`src/hw/rtl/drfd_pkg.sv`:
```
package drfd_pkg;

   localparam int BYTE_W          = 8;
   localparam int DATA_W          = 16;
   localparam int ADDR_IN_W       = 15;
   localparam int PTR_W           = 17;
   localparam int FRAME_WORDS_DEF = 32000;
   localparam int QUEUE_DEPTH     = 4;

   // stream opcodes
   localparam logic [BYTE_W-1:0] OP_END       = 8'h00;
   localparam logic [BYTE_W-1:0] OP_END_ALT   = 8'h13;
   localparam logic [BYTE_W-1:0] OP_SKIP_ONE  = 8'h02;
   localparam logic [BYTE_W-1:0] OP_SKIP_N    = 8'h03;
   localparam logic [BYTE_W-1:0] OP_SKIP_W    = 8'h04;
   localparam logic [BYTE_W-1:0] OP_LIT_FIRST = 8'h06;
   localparam logic [BYTE_W-1:0] OP_LIT_LAST  = 8'h0a;
   localparam logic [BYTE_W-1:0] OP_LIT_N     = 8'h0b;
   localparam logic [BYTE_W-1:0] OP_LIT_W     = 8'h0c;
   localparam logic [BYTE_W-1:0] OP_REP_FIRST = 8'h0d;
   localparam logic [BYTE_W-1:0] OP_REP_LAST  = 8'h10;
   localparam logic [BYTE_W-1:0] OP_REP_N     = 8'h11;
   localparam logic [BYTE_W-1:0] OP_REP_W     = 8'h12;

   // short literal and repeat opcodes carry their count as an offset
   localparam logic [BYTE_W-1:0] LIT_BIAS = 8'h05;
   localparam logic [BYTE_W-1:0] REP_BIAS = 8'h0b;

   // transaction code on the item input
   localparam logic CMD_SOURCE = 1'b0;
   localparam logic CMD_READ   = 1'b1;

   typedef enum logic [2:0] {
      K_NONE,
      K_END,
      K_SKIP,
      K_PUT,
      K_REPEAT,
      K_READ
   } kind_type;

   typedef struct packed {
      kind_type               kind;
      logic [DATA_W-1:0]      word;
      logic [PTR_W-1:0]       count;
      logic [ADDR_IN_W-1:0]   addr;
   } work_type;

endpackage

```
`src/hw/rtl/drfd_queue.sv`:
```
module drfd_queue import drfd_pkg::*; (
   input  logic       clock,
   input  logic       reset,
   input  logic       push_valid,
   input  work_type   push_data,
   output logic       full,
   input  logic       pop,
   output logic       not_empty,
   output work_type   head
);

   localparam int PW = (QUEUE_DEPTH > 1) ? $clog2(QUEUE_DEPTH) : 1;
   localparam int CW = $clog2(QUEUE_DEPTH + 1);

   work_type        slot_ff [QUEUE_DEPTH];
   logic [PW-1:0]   wr_ptr_ff, wr_ptr_in;
   logic [PW-1:0]   rd_ptr_ff, rd_ptr_in;
   logic [CW-1:0]   fill_ff, fill_in;
   logic            do_push, do_pop;

   assign full      = (fill_ff == CW'(QUEUE_DEPTH));
   assign not_empty = (fill_ff != '0);
   assign head      = slot_ff[rd_ptr_ff];
   assign do_push   = push_valid && !full;
   assign do_pop    = pop && not_empty;

   always_comb begin
      wr_ptr_in = wr_ptr_ff;
      rd_ptr_in = rd_ptr_ff;
      fill_in   = fill_ff;
      if (do_push) begin
         wr_ptr_in = (wr_ptr_ff == PW'(QUEUE_DEPTH - 1)) ? '0 : wr_ptr_ff + PW'(1);
      end
      if (do_pop) begin
         rd_ptr_in = (rd_ptr_ff == PW'(QUEUE_DEPTH - 1)) ? '0 : rd_ptr_ff + PW'(1);
      end
      if (do_push && !do_pop) begin
         fill_in = fill_ff + CW'(1);
      end else if (do_pop && !do_push) begin
         fill_in = fill_ff - CW'(1);
      end
   end

   always_ff @(posedge clock) begin
      if (reset) begin
         wr_ptr_ff <= '0;
         rd_ptr_ff <= '0;
         fill_ff   <= '0;
      end else begin
         wr_ptr_ff <= wr_ptr_in;
         rd_ptr_ff <= rd_ptr_in;
         fill_ff   <= fill_in;
      end
   end

   always_ff @(posedge clock) begin
      if (do_push) begin
         slot_ff[wr_ptr_ff] <= push_data;
      end
   end

endmodule

```
`config.mk`:
```
export PLATFORM = sky130hd
export DESIGN_NAME = drfd_queue
export DESIGN_NICKNAME = d
export VERILOG_FILES = /design/src/hw/rtl/drfd_pkg.sv /design/src/hw/rtl/drfd_queue.sv
export SDC_FILE = /design/constraint.sdc
export NUM_CORES = 1
export LEC_CHECK = 0
export BUFFER_PORTS_ARGS = -buffer_cell sky130_fd_sc_hd__buf_2
export CORE_MARGIN = 3
export CORE_UTILIZATION = 50
export DETAILED_ROUTE_END_ITERATION = 16
export PLACE_DENSITY = 0.76
export SLEW_MARGIN = 20
export SYNTH_ARGS = -nofsm -noshare
export SYNTH_HDL_FRONTEND = slang
export SYNTH_SLANG_ARGS = --single-unit
```
`constraint.sdc`:
```
create_clock -name clock -period 2.9 [get_ports clock]
set_clock_uncertainty 0.2 [all_clocks]
set_input_delay 0.87 -clock clock [delete_from_list [all_inputs] [get_ports clock]]
set_output_delay 0.87 -clock clock [all_outputs]
set_load 0.05 [all_outputs]
```
# [After elaboration in Yosys (flattened, before gate mapping)]
# Memory sizes are Yosys's and may differ from the RTL's. A register that Yosys moved wholly into a read port is not among the register bits.
# Cells that the tools add are included.
[op_classes] add_sub_neg=4 multipliers=0 div=0 order_cmp=0 n_eq_ne=3 n_shift=0 mux=8 n_bitwise=0 reduce_logical=9
[ops] operator="2-to-1 mux 2 bit" n=4
[ops] operator="2-to-1 mux 3 bit" n=2
[ops] operator="adder 2 x 1 -> 2 bit (second input constant)" n=2
[ops] operator="equality test 2 bit (second input constant)" n=2
[ops] operator="logical AND 1 bit" n=4
[ops] operator="adder 3 x 1 -> 3 bit (second input constant)" n=1
[ops] operator="equality test 3 bit (second input constant)" n=1
[ops] operator="logical NOT 1 bit" n=3
[ops] operator="nonzero test 3 bit" n=1
[ops] operator="subtractor 3 x 1 -> 3 bit (second input constant)" n=1
[ops] operator="2-to-1 mux 1 bit" n=2
[ops] operator="nonzero test 2 bit" n=1
[totals] ff_bits=7 latch_bits=0 ramBits=204 mem_bits_ro=0 in_bits=55 output_inout_bits=53 word_cells=28 memories=1
[mem_list] memory="slot_ff" depth=4 word_bits=51 rd=1 rd_ports_with_merged_regs=1 wr=1 line="drfd_queue.sv:15" text="work_type slot_ff [QUEUE_DEPTH];"

# [Longest topological paths before layout]
[depth] word_depth=7 ltp_mapped=10 mapped_depth_nobuf=9

# [Worst setup path before layout]
# Ideal clock, no wire load.
[synth_timing] path_type="input-to-reg" startpoint="in push_valid" endpoint="reg fill_ff[2]" setup_time_ns=0.070 t_arrival_ns=2.322 required_time_ns=2.630 path_slack_ns=0.308 path_stages=8 n_path_buf=0 cell_sequence="inv_1 > nor2_2 > ha_1 > inv_1 > fa_1 > xor2_1 > or3_2 > a21oi_1"
[synth_via] elab_chain_len=4 word_cells_on_any_way=6
[synth_lines] element="start, declared" line="drfd_queue.sv:4" text="input logic push_valid,"
[synth_lines] element="logical AND 1 bit *" line="drfd_queue.sv:24" text="assign do_push = push_valid && !full;"
[synth_lines] element="net do_push" line="drfd_queue.sv:19" text="logic do_push, do_pop;"
[synth_lines] element="logical NOT 1 bit" line="drfd_queue.sv:39" text="end else if (do_pop && !do_push) begin"
[synth_lines] element="logical AND 1 bit" line="drfd_queue.sv:39"
[synth_lines] element="nonzero test 2 bit (no line)"
[synth_lines] element="end signal, assigned" line="drfd_queue.sv:52" text="fill_ff <= fill_in;"
[synth_lines] element="end, declared" line="drfd_queue.sv:18" text="logic [CW-1:0] fill_ff, fill_in;"
# Mark *: on every way through the listed nets, which the timed path passes. The rest lies on a longest branch.
# A chain may end at the register's enable or synchronous reset.

==> flow_summary.json <==
{
  "synth_cell_type_count": 26,
  "yosys.area.top_type": "edfxtp_1",
  "synth_edf_count": 204,
  "globalplace.congestion": 0.695,
  "hold_start": "rd_ptr_ff[0]",
  "hold_viol": 0,
  "multi_input_area_um2": 1430,
  "synth_seq_cells": 213,
  "numPortBuffers": 107,
  "synth_nets": 379,
  "setup_viol": 47,
  "fmaxAchievable_mhz": 335,
  "synth_cells": 317,
  "clockRootBuffer": "clkbuf_16",
  "path_class": "reg2out",
  "r2r_slack_ns": 0.30,
  "fin_cells": 679,
  "synth_warnings": 0,
  "final_nets": 514,
  "cts_buffers": 22,
  "drc": 0,
  "antenna_found_initial": 2,
  "synthArstFlopShare_pct": 0,
  "crit_arrival_ns": 1.91,
  "final_cell_mix": "edfxtp_1, buf_2, mux4_2",
  "drt_wl_total_um": 14100,
  "cp_max_fo": 7,
  "syn_to_final_growth_pct": 27.9,
  "outcome": "finished with violations",
  "row_count": 45,
  "dp_hpwl_um": 7350,
  "num_io_pins": 108,
  "whs_path_depth": 2,
  "ant_nets": 0,
  "worst-r2r-cell-count": 9,
  "grt_pass1_wl_um": 22600,
  "cp-end-kind": "output pin",
  "fill_cells": 1016,
  "viasPerCell": 5.35,
  "wl_per_cell_um": 20.7,
  "layout_setup_ws_ns": -0.0810,
  "initial_core_util_pct": 51.4,
  "clkSinkCount": 213,
  "p_leak_uw": 0.00344,
  "track_usage_pct": 16.9,
  "die-area_um2": 17200,
  "die_w_um": 131,
  "first_pass_iters": 4,
  "cap_violations": 0,
  "peakVddDrop_mv": 0.508,
  "max-slew-margin-rel_pct": 73.7,
  "min_path_type": "reg2reg",
  "whs_ns": 0.307,
  "cts_buffer_depth": 3,
  "clk-insertion-delay-late_ns": 0.48,
  "synth_top_area_share_pct": 78.0,
  "regArea_um2": 6310,
  "dr.first_iter.drc_count": 272,
  "drive_above_1_share_pct": 47.1,
  "synthTopCellsByArea": "edfxtp_1, mux4_2, dfxtp_1, ha_1, buf_6",
  "finalPower_uw": 10100,
  "final_common_cell": "edfxtp_1",
  "path_clk_slew_ns": 0.06,
  "rr_endpoint": "fill_ff[2]",
  "worst_pin_slew_ns": 0.394,
  "reg2reg_from": "fill_ff[0]",
  "ys.flop_type": "edfxtp_1",
  "critPathRequiredTime_ns": 1.83,
  "powerDensity_nw_per_um2": 1000,
  "syn_avg_cell_area_um2": 24.8,
  "cts_max_level": 1,
  "ys_seq_area_share_pct": 80.3,
  "min_period_ns": 2.98,
  "rsz0062_at_grt": "yes",
  "grt_pass1_vias": 4067,
  "dp.cells": 629,
  "grt-ovfl-total": 0,
  "place_ws_ns": 0.0493,
  "dieHeight_um": 131,
  "core_um2": 15300,
  "finalCritPeriodShare_pct": 103,
  "violations": "negative setup slack",
  "drv_slew": 0,
  "syn_area_um2": 7850,
  "final_util_pct": 65.8,
  "startpoint_type": "flip-flop",
  "dr_total_vias": 3636,
  "grt_max_degree": 52,
  "cts_tree": "done"
}
worst max-delay path: stages (launching register included):
cell and delay (ns):
dfxtp_4 0.37, buf_12 0.11, buf_12 0.11, buf_16 0.13, mux4_2 0.52, buf_8 0.17
state kept, by name, summed over array words and instances (netlist names), named ones only:
signal / count
wr_ptr_ff: 2
fill_ff: 3
rd_ptr_ff: 2
slot_ff: 204
cells by family (layout without fill, tap and decap cells):
| group | count (synthesis) | in the layout | synth area share, % |
|---|---|---|---|
| flip-flops | 213 | 213 | 80.3 |
| AND/OR/NAND/NOR | 16 | 16 | 1.23 |
| buffers and inverters | 19 | 169 | 1.47 |
| other | 0 | 1 | 0 |
| AO/OA/AOI/OAI | 7 | 7 | 0.637 |
| multiplexers | 53 | 53 | 14.9 |
| adder cells (fa/ha/maj) | 7 | 7 | 1.21 |
| XOR/XNOR | 2 | 2 | 0.223 |
power breakdown:
part	internal, µW	leakage, µW	switching, µW
sequential	3720	0.00194	96.0
clock	1790	0.000370	1050
combinational	1440	0.00113	1970
cells in the mapped netlist (2+ instances only):
cell type / n
or3_2: 2
edfxtp_1: 204
a21oi_1: 3
o31ai_2: 2
xor2_1: 2
inv_1: 4
buf_2: 4
ha_1: 6
mux4_2: 51
mux2i_1: 2
dfxtp_1: 9
buf_4: 3
and3_2: 4
nand3_1: 2
nor2_1: 3
clkbuf_1: 4
buf_6: 3
cell type report:
| class | instances | share of cell area [%] |
|---|---|---|
| flip-flops and latches | 213 | 62.9 |
| multi-input cells | 85 | 14.2 |
| repair buffers | 125 | 12.6 |
| clock buffers | 24 | 5.77 |
| well taps | 211 | 2.63 |
| clock inverters | 15 | 1.67 |
| inverters | 5 | 0.237 |
| diodes | 1 | 0.0249 |
metal layers:
layer / GRT usage (%) / wire length [µm] / vias to the layer above
met1: 22.3 / 5810 / 1863
li1: - / - / 1629
met4: 4.96 / 321 / 2
met3: 3.64 / 872 / 27
met5: 0 / 13 / -
met2: 28.8 / 7050 / 115
how the worst max path moves through the flow:
stage | to | from | slack, ns
after detailed placement | fill_ff[2] | push_valid | 0.05
after floorplan | fill_ff[2] | push_valid | 0.31
after global placement | fill_ff[2] | push_valid | 0.12
after CTS | head[35] | flip-flop | -0.10
final | head[35] | flip-flop | -0.08
after global routing | head[21] | flip-flop | -0.14
timing repair:
action | CTS | global route
setup buffers | 4 | 0
resized for setup | 114 | 0
setup endpoints to repair | 51 | 51
pin swaps | 0 | 0
cloned | 6 | 0
hold buffers | 0 | 0
stage by stage:
stage | TNS, ns | instance area, µm²
after floorplan | 0 | 7850
after CTS | -3.32 | 10000
after global routing | -4.86 | 10000
after global placement | 0 | 8700
final | -1.95 | 10000
after detailed placement | 0 | 8700
No activity file was read; power rests on OpenSTA's default activity.
