==> src/hw/rtl/drfd_pkg.sv <==
package drfd_pkg;

   localparam int BYTE_W          = 8;
   localparam int DATA_W          = 16;
   localparam int ADDR_IN_W       = 15;
   localparam int PTR_W           = 17;
   localparam int FRAME_WORDS_DEF = 32000;
   localparam int QUEUE_DEPTH     = 4;

   // stream opcodes
   localparam logic [BYTE_W-1:0] OP_END       = 8'h00;
   localparam logic [BYTE_W-1:0] OP_END_ALT   = 8'h13;
   localparam logic [BYTE_W-1:0] OP_SKIP_ONE  = 8'h02;
   localparam logic [BYTE_W-1:0] OP_SKIP_N    = 8'h03;
   localparam logic [BYTE_W-1:0] OP_SKIP_W    = 8'h04;
   localparam logic [BYTE_W-1:0] OP_LIT_FIRST = 8'h06;
   localparam logic [BYTE_W-1:0] OP_LIT_LAST  = 8'h0a;
   localparam logic [BYTE_W-1:0] OP_LIT_N     = 8'h0b;
   localparam logic [BYTE_W-1:0] OP_LIT_W     = 8'h0c;
   localparam logic [BYTE_W-1:0] OP_REP_FIRST = 8'h0d;
   localparam logic [BYTE_W-1:0] OP_REP_LAST  = 8'h10;
   localparam logic [BYTE_W-1:0] OP_REP_N     = 8'h11;
   localparam logic [BYTE_W-1:0] OP_REP_W     = 8'h12;

   // short literal and repeat opcodes carry their count as an offset
   localparam logic [BYTE_W-1:0] LIT_BIAS = 8'h05;
   localparam logic [BYTE_W-1:0] REP_BIAS = 8'h0b;

   // transaction code on the item input
   localparam logic CMD_SOURCE = 1'b0;
   localparam logic CMD_READ   = 1'b1;

   typedef enum logic [2:0] {
      K_NONE,
      K_END,
      K_SKIP,
      K_PUT,
      K_REPEAT,
      K_READ
   } kind_type;

   typedef struct packed {
      kind_type               kind;
      logic [DATA_W-1:0]      word;
      logic [PTR_W-1:0]       count;
      logic [ADDR_IN_W-1:0]   addr;
   } work_type;

endpackage

==> src/hw/rtl/drfd_if.sv <==
interface drfd_req_if import drfd_pkg::*; ();
   logic                   valid;
   logic                   ready;
   logic                   cmd;
   logic [BYTE_W-1:0]      src_byte;
   logic [ADDR_IN_W-1:0]   read_addr;

   modport source (output valid, output cmd, output src_byte, output read_addr, input ready);
   modport sink   (input valid, input cmd, input src_byte, input read_addr, output ready);
endinterface


==> src/hw/rtl/drfd_front.sv <==
module drfd_front import drfd_pkg::*; (
   input  logic          clock,
   input  logic          reset,
   drfd_req_if.sink      req_chan,
   input  logic          store_ready,
   input  logic          queue_full,
   output logic          push_valid,
   output work_type      push_data
);

   typedef enum logic [2:0] {
      PH_OP,
      PH_N8,
      PH_W_LO,
      PH_W_HI,
      PH_LIT_LO,
      PH_LIT_HI,
      PH_VAL_LO,
      PH_VAL_HI
   } phase_type;

   phase_type            phase_ff, phase_in;
   logic [BYTE_W-1:0]    op_ff, op_in;
   logic [PTR_W-1:0]     run_ff, run_in;
   logic [BYTE_W-1:0]    low_ff, low_in;

   logic                 accept;
   logic [BYTE_W-1:0]    b;
   logic [PTR_W-1:0]     count;
   logic [PTR_W-1:0]     run_dec;

   assign req_chan.ready = store_ready && !queue_full;
   assign accept         = req_chan.valid && req_chan.ready;
   assign push_valid     = accept;
   assign b              = req_chan.src_byte;

   always_comb begin
      phase_in = phase_ff;
      op_in    = op_ff;
      run_in   = run_ff;
      low_in   = low_ff;
      count    = '0;
      run_dec  = run_ff;

      push_data.kind  = K_NONE;
      push_data.word  = {b, low_ff};
      push_data.count = '0;
      push_data.addr  = req_chan.read_addr;

      if (req_chan.cmd == CMD_READ) begin
         // reads leave the parse alone
         push_data.kind = K_READ;
      end else begin
         unique case (phase_ff)
            PH_OP: begin
               op_in = b;
               case (b) inside
                  OP_END, OP_END_ALT: begin
                     push_data.kind = K_END;
                  end
                  OP_SKIP_ONE: begin
                     push_data.kind  = K_SKIP;
                     push_data.count = PTR_W'(1);
                  end
                  OP_SKIP_N, OP_LIT_N, OP_REP_N: begin
                     phase_in = PH_N8;
                  end
                  OP_SKIP_W, OP_LIT_W, OP_REP_W: begin
                     phase_in = PH_W_LO;
                  end
                  [OP_LIT_FIRST:OP_LIT_LAST]: begin
                     run_in   = {{(PTR_W-BYTE_W){1'b0}}, b - LIT_BIAS};
                     phase_in = PH_LIT_LO;
                  end
                  [OP_REP_FIRST:OP_REP_LAST]: begin
                     run_in   = {{(PTR_W-BYTE_W){1'b0}}, b - REP_BIAS};
                     phase_in = PH_VAL_LO;
                  end
                  default: begin
                     push_data.kind = K_NONE;
                  end
               endcase
            end
            PH_N8, PH_W_HI: begin
               if (phase_ff == PH_N8) begin
                  count = {{(PTR_W-BYTE_W){1'b0}}, b} + PTR_W'(1);
               end else begin
                  count = {{(PTR_W-2*BYTE_W){1'b0}}, b, low_ff} + PTR_W'(1);
               end
               case (op_ff) inside
                  OP_SKIP_N, OP_SKIP_W: begin
                     push_data.kind  = K_SKIP;
                     push_data.count = count;
                     phase_in        = PH_OP;
                  end
                  OP_LIT_N, OP_LIT_W: begin
                     run_in   = count;
                     phase_in = PH_LIT_LO;
                  end
                  default: begin
                     run_in   = count;
                     phase_in = PH_VAL_LO;
                  end
               endcase
            end
            PH_W_LO, PH_LIT_LO, PH_VAL_LO: begin
               low_in = b;
               unique case (phase_ff)
                  PH_W_LO:   phase_in = PH_W_HI;
                  PH_LIT_LO: phase_in = PH_LIT_HI;
                  default:   phase_in = PH_VAL_HI;
               endcase
            end
            PH_LIT_HI: begin
               push_data.kind = K_PUT;
               if (run_ff != '0) begin
                  run_dec = run_ff - PTR_W'(1);
               end
               run_in   = run_dec;
               phase_in = (run_dec != '0) ? PH_LIT_LO : PH_OP;
            end
            PH_VAL_HI: begin
               push_data.kind  = K_REPEAT;
               push_data.count = run_ff;
               run_in          = '0;
               phase_in        = PH_OP;
            end
            default: begin
               phase_in = PH_OP;
            end
         endcase
      end
   end

   always_ff @(posedge clock) begin
      if (reset) begin
         phase_ff <= PH_OP;
         op_ff    <= '0;
         run_ff   <= '0;
         low_ff   <= '0;
      end else if (accept) begin
         phase_ff <= phase_in;
         op_ff    <= op_in;
         run_ff   <= run_in;
         low_ff   <= low_in;
      end
   end

endmodule

==> src/flat_wrapper.sv <==
// flat-port wrapper written by rule: the top's interface ports become plain ports
module drfd_front_flat import drfd_pkg::*;
  (clock, reset, store_ready, queue_full, push_valid, push_data, req_chan_valid, req_chan_cmd, req_chan_src_byte, req_chan_read_addr, req_chan_ready);
  drfd_req_if req_chan_i ();
  input  logic clock;
  input  logic reset;
  input  logic store_ready;
  input  logic queue_full;
  output logic push_valid;
  output work_type push_data;
  input wire logic [$bits(req_chan_i.valid)-1:0] req_chan_valid;
  input wire logic [$bits(req_chan_i.cmd)-1:0] req_chan_cmd;
  input wire logic [$bits(req_chan_i.src_byte)-1:0] req_chan_src_byte;
  input wire logic [$bits(req_chan_i.read_addr)-1:0] req_chan_read_addr;
  output wire logic [$bits(req_chan_i.ready)-1:0] req_chan_ready;
  assign req_chan_i.valid = req_chan_valid;
  assign req_chan_i.cmd = req_chan_cmd;
  assign req_chan_i.src_byte = req_chan_src_byte;
  assign req_chan_i.read_addr = req_chan_read_addr;
  assign req_chan_ready = req_chan_i.ready;
  drfd_front u_core (.clock(clock), .reset(reset), .req_chan(req_chan_i), .store_ready(store_ready), .queue_full(queue_full), .push_valid(push_valid), .push_data(push_data));
endmodule
==> config.mk <==
export PLATFORM = sky130hd
export DESIGN_NAME = drfd_front_flat
export DESIGN_NICKNAME = d
export VERILOG_FILES = /design/src/hw/rtl/drfd_pkg.sv /design/src/hw/rtl/drfd_if.sv /design/src/hw/rtl/drfd_front.sv /design/src/flat_wrapper.sv
export SDC_FILE = /design/constraint.sdc
export NUM_CORES = 1
export LEC_CHECK = 0
export BUFFER_PORTS_ARGS = -buffer_cell sky130_fd_sc_hd__buf_2
export CAP_MARGIN = 20
export CORE_AREA = 2 2 90 92
export CTS_BUF_LIST = sky130_fd_sc_hd__clkbuf_16
export DETAILED_ROUTE_END_ITERATION = 12
export DIE_AREA = 0 0 92 94
export PLACE_DENSITY = 0.79
export SLEW_MARGIN = 0
export SYNTH_ARGS = -nofsm -noshare
export SYNTH_HDL_FRONTEND = slang
export SYNTH_SLANG_ARGS = --single-unit
==> constraint.sdc <==
create_clock -name clock -period 5.04 [get_ports clock]
set_input_delay 0.756 -clock clock [delete_from_list [all_inputs] [get_ports clock]]
set_output_delay 0.756 -clock clock [all_outputs]
set_load 0.02 [all_outputs]
* Yosys cells after proc, flatten, opt, wreduce, memory -nomap -nowiden
Cells that the tools add are included.
Word-level totals: bits of input ports 29, output and inout port bits 53, register bits after elaboration 36, word-level logic and storage cells 94
Cells by class: reductions and logical operators 21, bitwise logic cells 1, muxes and demuxes 33, magnitude comparators 4, $add $sub $neg 5, equality and inequality tests 26
Operator list (count):
- $mux W17 | 14
- $pmux W17 S4 | 1
- $pmux W17 S3 | 1
- $reduce_bool A17 Y1 | 2
- $eq A8 B4 Y1 const B | 4
- $mux W3 | 10
- $eq A8 B2 Y1 const B | 3
- $eq A8 B5 Y1 const B | 3
- $add A16 B1 Y17 const B | 1
- $sub A17 B1 Y17 const B | 1
- $eq A8 B3 Y1 const B | 2
- $pmux W3 S5 | 1
- $eq A3 B3 Y1 const B | 4
- $pmux W3 S4 | 1
- $ne A2 B2 Y1 const B | 5
- $add A8 B1 Y9 const B | 1
- $reduce_and A9 Y1 | 1
- $reduce_or A3 Y1 | 3
- $ge A8 B3 Y1 const B | 1
- $ge A8 B4 Y1 const B | 1
- $le A8 B4 Y1 const B | 1
- $le A8 B5 Y1 const B | 1
- $logic_not A8 Y1 | 1
- $reduce_or A2 Y1 | 4
- other kinds (16) | 23

* Depth between registers and ports, before layout
Gate-level depths: netlist of run 1.
word-level depth 9, mapped depth 11, mapped depth without buffers 8

* Worst setup path after synthesis of run 1
No wires, ideal clock.
kind in2reg, start point input req_chan_src_byte[0], end point register u_core.run_ff[16], buffers on the path 3, path slack 1.920 ns, stages on the path 11, data arrival time 2.987 ns, setup time 0.132 ns, cells stage by stage clkbuf_1 > inv_1 > ha_1 > or2_2 > a32oi_1 > a21oi_1 > or4_4 > buf_6 > buf_6 > a211oi_2 > nor3_1
On the way: word-level cells in the longest chain between the ends 8
RTL lines:
- start, declared | RTL line flat_wrapper.sv:13 | input wire logic [$bits(req_chan_i.src_byte)-1:0] req_chan_src_byte;
- $ge A8 B3 Y1 (no line) or $le A8 B4 Y1 (tied branches)
- $logic_and A1 B1 Y1 (no line)
- $mux W17 (5 in a row) | RTL line drfd_front.sv:57 | case (b) inside
- $pmux W17 S4 | RTL line drfd_front.sv:54 | unique case (phase_ff)
- end signal, assigned | RTL line drfd_front.sv:144 | run_ff <= run_in;
- end, declared | RTL line drfd_front.sv:24 | logic [PTR_W-1:0] run_ff, run_in;
Several ways; a longest one is shown, not always the timed one. The select of a mux whose other input is x is not followed. A chain may end at the register's enable or synchronous reset.

==> reports/summary.log, run 1 <==
qor: floorplanning.die_width 92 µm
qor: setup_path.critical_path_depth 6
qor: floorplanning.io-pin-count 82
qor: floorplanning.die_h 94 µm
qor: setup_path.cpPeakStageDelay 0.61 ns
qor: drt.ant_nets 0
qor: min_path.min_delay_path_depth 2
qor: final_layout.insertedDiodeCount 0
qor: setup_path.worstPathCellList or4_1, a211oi_2, nand2_1, or3_1, a21oi_1, buf_2
qor: sta.finalSetupViolations 0
qor: drt.violation_count_after_the_first_detailed_routing_iteration 408
qor: setup_path.crit-reg2reg-launch u_core.run_ff[0]
qor: pwr.p_leak 1.42 nW
qor: placed_design.globalplace.congestion 0.891
qor: clock_tree.holdBufCountCts 0
qor: logic_synthesis.ys_dominant_reg_cell sky130_fd_sc_hd__dfxtp_1
qor: clock_tree.clockBufferDepth 2
qor: sta.report.final.slew_viol_count 0
qor: placed_design.port_buffers 51
qor: logic_synthesis.net_count_after_synthesis 551
qor: clock_tree.cts-htree-levels 2
qor: clock_tree.clock_insertion_delay_worst_skew 0.28 ns
qor: logic_synthesis.postSynthCellCount 514
qor: setup_path.worst_path_max_delay_cell sky130_fd_sc_hd__a211oi_2
qor: clock_tree.cts_made_buffers 5
qor: drt.route.vias.total 3841
qor: setup_path.end_of_the_worst_register_to_register_path u_core.phase_ff[2]
qor: setup_path.timing_worst_setup_path_type flop to output pin
qor: logic_synthesis.number_of_distinct_library_cell_variants_in_the_gate_level_netlist_after_synthesis 62
qor: setup_path.worst_path_arrival_time 2.77 ns
qor: clock_tree.cts_sinks 36
qor: logic_synthesis.netlist_area_before_placement 3630 µm²
qor: min_path.hold_path_endpoint u_core.op_ff[7]
qor: min_path.hold_start u_core.op_ff[7]
qor: clock_tree.clockRootBuffer sky130_fd_sc_hd__clkbuf_16
qor: setup_path.critical_path_required 4.28 ns
qor: clock_tree.cts.repair.resized 0
qor: pwr.peakVddDrop 0.000120 V
qor: final_layout.finish.utilization 50.0%
qor: sta.report.final.hold_viol_count 0
qor: setup_path.path_delay_family simple AND/OR/NAND/NOR gates
qor: floorplanning.design.die.area 8650 µm²
qor: pwr.power_dens_cells 175 nW/µm²
qor: logic_synthesis.post_synth.cell_area_avg 7.06 µm²
qor: sta.post-route-period-util 69.9%
qor: setup_path.maximum_fanout_along_the_worst_path 8
qor: setup_path.worst-path-buf-inv 1
qor: placed_design.dpl.hpwl 7830 µm
qor: drt.drt_drc_violations_left 0
qor: clock_tree.post_cts_buffers 0
qor: final_layout.nets 548
qor: run.max-cap-violations 0
qor: setup_path.regToRegSetupSlack 2.03 ns
qor: sta.timing.final.crit_period 3.52 ns
qor: final_layout.drive_above_1_share 17.1%
qor: drt.routed_length_per_placed_instance 17.6 µm
qor: drt.drt-total-wl 10700 µm
qor: global_routing.first_global_vias 3496
qor: logic_synthesis.post_synthesis_register_bit_count 36
qor: sta.worst-slew-pin-transition 0.916 ns
qor: global_routing.grt_antenna_before_repair 0
qor: final_layout.layout-area-overhead-vs-synth 4.83%
qor: sta.skew 0.00470 ns
qor: outcome.status finished, final reports clean
qor: sta.grt_setup_unrepaired no
qor: clock_tree.register_clock_pin_slew_on_the_reported_worst_setup_and_hold_paths 0.05 ns
qor: clock_tree.tritoncts_clock_tree done
qor: floorplanning.start_util 47.7%
qor: sta.timing.slew.headroom 38.7%
qor: global_routing.grt_use_total 24.7%
qor: sta.post_route_setup_tns 0 ns
qor: logic_synthesis.synth-seq-area-share 19.9%
qor: drt.drt_pre_antenna_iters 5
qor: final_layout.number_of_fillers_in_the_final_layout 799
qor: setup_path.critical_path.startpoint_type flop
qor: logic_synthesis.ys.warnings.count 0
qor: global_routing.globalRouteOverflowTotal 0
qor: logic_synthesis.synth_async_reset_ratio 0%
qor: sta.max_freq 0.284 GHz
qor: setup_path.crit_path_end_kind output pin
qor: global_routing.global_route_wire_length_before_repair 17300 µm
qor: floorplanning.floorplan.core_area 7610 µm²
qor: drt.detail_route.vias_per_cell 6.29
qor: logic_synthesis.synth-edff-count 0
qor: min_path.worst_hold_path_type flop to flop
qor: floorplanning.row_cnt 32
qor: global_routing.grt_max_degree 40
qor: setup_path.r2r.worst_path.cells 8
-- cells in the mapped netlist, drive strengths merged (2+ instances only) --
cell / instances / share of area (%)
nor2: 61 / 6.3
a21oi: 46 / 6.4
nand2: 45 / 4.7
dfxtp: 36 / 20
clkbuf: 34 / 3.5
buf: 32 / 6.7
nand3: 26 / 3.6
o21ai: 26 / 3.6
nor4: 19 / 4.0
nor3: 17 / 2.3
xnor2: 15 / 3.6
mux2i: 14 / 3.9
a211oi: 12 / 2.9
or4: 11 / 2.5
xor2: 10 / 2.4
inv: 9 / 0.93
a22oi: 8 / 1.7
ha: 8 / 2.8
nor2b: 7 / 1.2
or2: 7 / 1.2
nand3b: 5 / 1.0
o21a: 5 / 1.0
or3: 5 / 0.86
a31oi: 4 / 0.69
a32oi: 4 / 0.97
nand2b: 4 / 0.69
o31ai: 4 / 0.97
o32ai: 4 / 1.2
nand4: 3 / 0.52
nor3b: 3 / 0.62
a21o: 2 / 0.41
a2bb2oi: 2 / 0.48
a41oi: 2 / 0.48
and2: 2 / 0.34
and3: 2 / 0.34
nand4b: 2 / 0.48
nor4b: 2 / 0.66
or3b: 2 / 0.48
-- worst max path at each step --
stage / slack (ns) / endpoint / start
floorplan: 1.92 / u_core.run_ff[16] / req_chan_src_byte[0]
global placement: 1.71 / push_data[23] / req_chan_src_byte[0]
detailed placement: 1.67 / push_data[29] / req_chan_src_byte[0]
CTS: 1.50 / push_data[25] / u_core.op_ff[4]
global route: 1.33 / push_data[24] / u_core.op_ff[4]
finish: 1.52 / push_data[25] / u_core.op_ff[4]
-- cells in the final DEF, fill, tap and decap left out, drive strengths merged, types with 4 or more instances in the layout --
cell type / netlist / final
dfxtp: 36 / 36
xor2: 10 / 10
ha: 8 / 8
nand2: 45 / 45
o21ai: 26 / 26
a21oi: 46 / 46
nand2b: 4 / 4
or2: 7 / 7
or4: 11 / 11
or3: 5 / 5
mux2i: 14 / 14
a32oi: 4 / 4
nor4: 19 / 19
o31ai: 4 / 4
clkbuf: 34 / 5
a31oi: 4 / 4
nor2: 61 / 61
nor2b: 7 / 7
o32ai: 4 / 4
buf: 32 / 56
o21a: 5 / 5
nand3: 26 / 26
inv: 9 / 9
a211oi: 12 / 12
xnor2: 15 / 15
nand3b: 5 / 5
a22oi: 8 / 8
nor3: 17 / 17
-- routing by layer --
layer  part of all wire [%]  vias up  track usage [%]
met5                      0        -                0
met4                    2.8        0             9.95
met3                    7.7       33             3.69
met2                     47      183             40.9
met1                     42     1795             32.3
li1                       -     1830                -
-- worst min-delay path: stages (launching register included) --
cell and delay (ns):
sky130_fd_sc_hd__dfxtp_1 0.30, sky130_fd_sc_hd__nand2_1 0.05, sky130_fd_sc_hd__a21oi_1 0.05
-- final cells by class --
class / instances / area, µm² / area share (%)
timing repair buffer: 56 / 293 / 7.70
clock buffer: 5 / 125 / 3.29
multi-input combinational: 403 / 2500 / 65.8
sequential: 36 / 721 / 18.9
inverter: 9 / 33.8 / 0.888
tap: 102 / 128 / 3.36
-- sequential cells by signal, summed over array words and instances (netlist names) --
register and flops:
u_core.run_ff 17, u_core.low_ff 8, u_core.op_ff 8, u_core.phase_ff 3
-- kinds of logic (layout without fill, tap and decap cells) --
logic type / after synthesis / in the layout / synth area share (%)
buf+inv: 75 / 70 / 11.1
xor+xnor: 25 / 25 / 6.03
simple gates: 226 / 226 / 32.6
mux: 15 / 15 / 4.17
flops: 36 / 36 / 19.9
compound gates: 129 / 129 / 23.4
fa+ha+maj: 8 / 8 / 2.76
-- report_power, final --
group	switching, W	internal [W]	leakage [nW]
clock	0.000108	0.000174	0.0616
sequential	0.00000159	0.000287	0.290
combinational	0.0000631	0.0000315	1.06
-- stage by stage --
stage | area [µm²] | hold slack (ns) | instances | total power (W) | worst slack [ns]
final | 3800 | 0.451 | 611 | 0.000665 | 1.52
after global placement | 3680 | 0.438 | 606 | 0.000386 | 1.71
after detailed placement | 3680 | 0.443 | 606 | 0.000387 | 1.67
after global routing | 3800 | 0.474 | 611 | 0.000685 | 1.33
after CTS | 3800 | 0.450 | 611 | 0.000669 | 1.50
after floorplan | 3630 | 0.431 | 514 | 0.000384 | 1.92
No activity file was read; power rests on OpenSTA's default activity.
==> run 2, diff against run 1 <==
- PLACE_DENSITY: 0.79 -> 0.82
- clock period: 5.04 -> 3 ns (I/O delays scaled with it)
==> reports/summary.log, run 2 (same netlist as run 1, synthesis figures left out) <==
qor: setup_path.worstPathCellList buf_2, ha_1, nand3_1, nor2_1, xnor2_1, mux2i_1, nand2_1, a21oi_1, buf_2
qor: sta.hold_ws 0.448 ns
qor: pwr.p_int 0.000837 W
qor: pwr.power.clock.fraction 43.1%
qor: final_layout.largest-register u_core.run_ff
qor: final_layout.reg_top3 u_core.run_ff (17), u_core.low_ff (8), u_core.op_ff (8)
qor: pwr.power.share.switching 26.8%
qor: pwr.switching_power 0.000306 W
qor: min_path.min_delay_path_depth 2
qor: final_layout.insertedDiodeCount 0
qor: clock_tree.holdBufCountCts 0
qor: clock_tree.post_cts_buffers 0
qor: global_routing.grt_antenna_before_repair 0
qor: clock_tree.clock_insertion_delay_worst_skew 0.28 ns
qor: sta.report.final.hold_viol_count 0
qor: setup_path.crit_path_end_kind output pin
qor: drt.drt_drc_violations_left 0
qor: floorplanning.start_util 47.7%
qor: setup_path.worst_path_most_repeated_cell sky130_fd_sc_hd__buf_2
qor: final_layout.drive_above_1_share 20.8%
qor: global_routing.first_global_vias 3702
qor: sta.worst-slew-pin-transition 0.747 ns
qor: global_routing.globalRouteOverflowTotal 0
qor: placed_design.port_buffers 51
qor: final_layout.number_of_flip_flops_in_the_largest_register 17
qor: clock_tree.cts_sinks 36
qor: clock_tree.cts.repair.resized 0
qor: clock_tree.cts_made_buffers 5
qor: final_layout.nets 567
qor: final_layout.most_common_cell_after_layout_fill_and_taps_aside sky130_fd_sc_hd__nor2_1
qor: pwr.power_dens_cells 288 nW/µm²
qor: drt.drt_pre_antenna_iters 6
qor: placed_design.dpl.hpwl 8030 µm
qor: setup_path.maximum_fanout_along_the_worst_path 13
qor: floorplanning.design.die.area 8650 µm²
qor: setup_path.critical_path.startpoint_type primary input
qor: floorplanning.die_h 94 µm
qor: floorplanning.die_width 92 µm
qor: min_path.worst_hold_path_type flop to flop
qor: clock_tree.clockBufferDepth 2
qor: sta.finalSetupViolations 0
qor: setup_path.cpPeakStageDelay 0.40 ns
qor: setup_path.worst_path_max_delay_cell sky130_fd_sc_hd__ha_1
qor: global_routing.grt_max_degree 40
qor: drt.drt-total-wl 11100 µm
qor: sta.timing.final.crit_period 2.88 ns
qor: pwr.peakVddDrop 0.000298 V
qor: clock_tree.tritoncts_clock_tree done
qor: drt.detail_route.vias_per_cell 6.27
qor: final_layout.mostFrequentLayoutCells 61 x sky130_fd_sc_hd__nor2_1, 51 x sky130_fd_sc_hd__buf_2, 45 x sky130_fd_sc_hd__a21oi_1, 44 x sky130_fd_sc_hd__nand2_1, 36 x sky130_fd_sc_hd__dfxtp_1
qor: clock_tree.cts-htree-levels 2
qor: run.max-cap-violations 0
qor: sta.timing.slew.headroom 50.2%
qor: setup_path.worst_path_arrival_time 2.43 ns
qor: sta.skew 0.00402 ns
qor: floorplanning.io-pin-count 82
qor: setup_path.timing_worst_setup_path_type primary input to output pin
qor: clock_tree.register_clock_pin_slew_on_the_reported_worst_setup_and_hold_paths 0.06 ns
qor: pwr.seq_power_share 42.3%
qor: floorplanning.row_cnt 32
qor: setup_path.critical_path_required 2.55 ns
qor: setup_path.r2r.worst_path.cells 9
qor: pwr.p_leak 1.52 nW
qor: outcome.status finished, final reports clean
qor: drt.routed_length_per_placed_instance 17.5 µm
qor: clock_tree.clockRootBuffer sky130_fd_sc_hd__clkbuf_16
qor: sta.post_route_setup_tns 0 ns
qor: sta.max_freq 0.347 GHz
qor: sta.report.final.slew_viol_count 0
qor: sta.grt_setup_unrepaired no
qor: pwr.share_comb_of_total_power 14.6%
qor: drt.violation_count_after_the_first_detailed_routing_iteration 504
qor: final_layout.layout-area-overhead-vs-synth 9.31%
qor: global_routing.grt_use_total 25.3%
qor: sta.post-route-period-util 96.0%
qor: floorplanning.floorplan.core_area 7610 µm²
qor: global_routing.global_route_wire_length_before_repair 18000 µm
qor: drt.route.vias.total 3964
qor: placed_design.globalplace.congestion 0.976
qor: drt.ant_nets 0
## run 2: power by group through the flow
stage | sequential, W | combinational, W | clock (W)
after CTS | 0.000483 | 0.000163 | 0.000495
final | 0.000483 | 0.000167 | 0.000493
after global routing | 0.000483 | 0.000179 | 0.000512
after global placement | 0.000493 | 0.000159 | 0
after detailed placement | 0.000494 | 0.000162 | 0
after floorplan | 0.000493 | 0.000153 | 0
## run 2: worst max-delay path, delay by kind of cell
family / cells / cell delay (ns)
AO/OA/AOI/OAI: 1 / 0.21
XOR/XNOR: 1 / 0.10
adder cells (fa/ha/maj): 1 / 0.40
buffers and inverters: 2 / 0.45
multiplexers: 1 / 0.27
AND/OR/NAND/NOR: 3 / 0.55
## run 2: per-layer routing
metal | global-route usage, % | wire, µm | part of all wire, % | vias up
met2 | 45.4 | 5420 | 49 | 208
met1 | 30.8 | 4510 | 41 | 1858
met4 | 9.20 | 321 | 2.9 | 0
met5 | 0 | 0 | 0 | -
li1 | - | - | - | 1865
met3 | 3.29 | 822 | 7.4 | 33
## run 2: final cells by class
cell class,count,area (µm²)
clock buffers,5,125
clock inverters,2,8.76
fillers,752,3640
inverters,9,33.8
multi-input cells,403,2510
flip-flops and latches,36,721
well taps,102,128
repair buffers,75,435
## run 2: metrics by stage
step | cells | util, % | instance area (µm²) | worst slack [ns] | power [W]
5_1_grt | 632 | 52.1 | 3970 | 0.0190 | 0.00117
3_3_place_gp | 625 | 50.2 | 3820 | 0.162 | 0.000653
6_report | 632 | 52.1 | 3970 | 0.119 | 0.00114
4_1_cts | 632 | 52.0 | 3960 | 0.0971 | 0.00114
2_1_floorplan | 514 | - | 3630 | 0.186 | 0.000646
3_5_place_dp | 625 | 50.2 | 3820 | 0.124 | 0.000656
## run 2: worst paths after layout
kind	startpoint	end	slack, ns
setup reg to reg	u_core.run_ff[0]	u_core.phase_ff[2]	0.13
hold reg to reg	u_core.op_ff[7]	u_core.op_ff[7]	0.45
hold / removal	u_core.op_ff[7]	u_core.op_ff[7]	0.45
setup / recovery	req_chan_src_byte[1]	push_data[21]	0.12
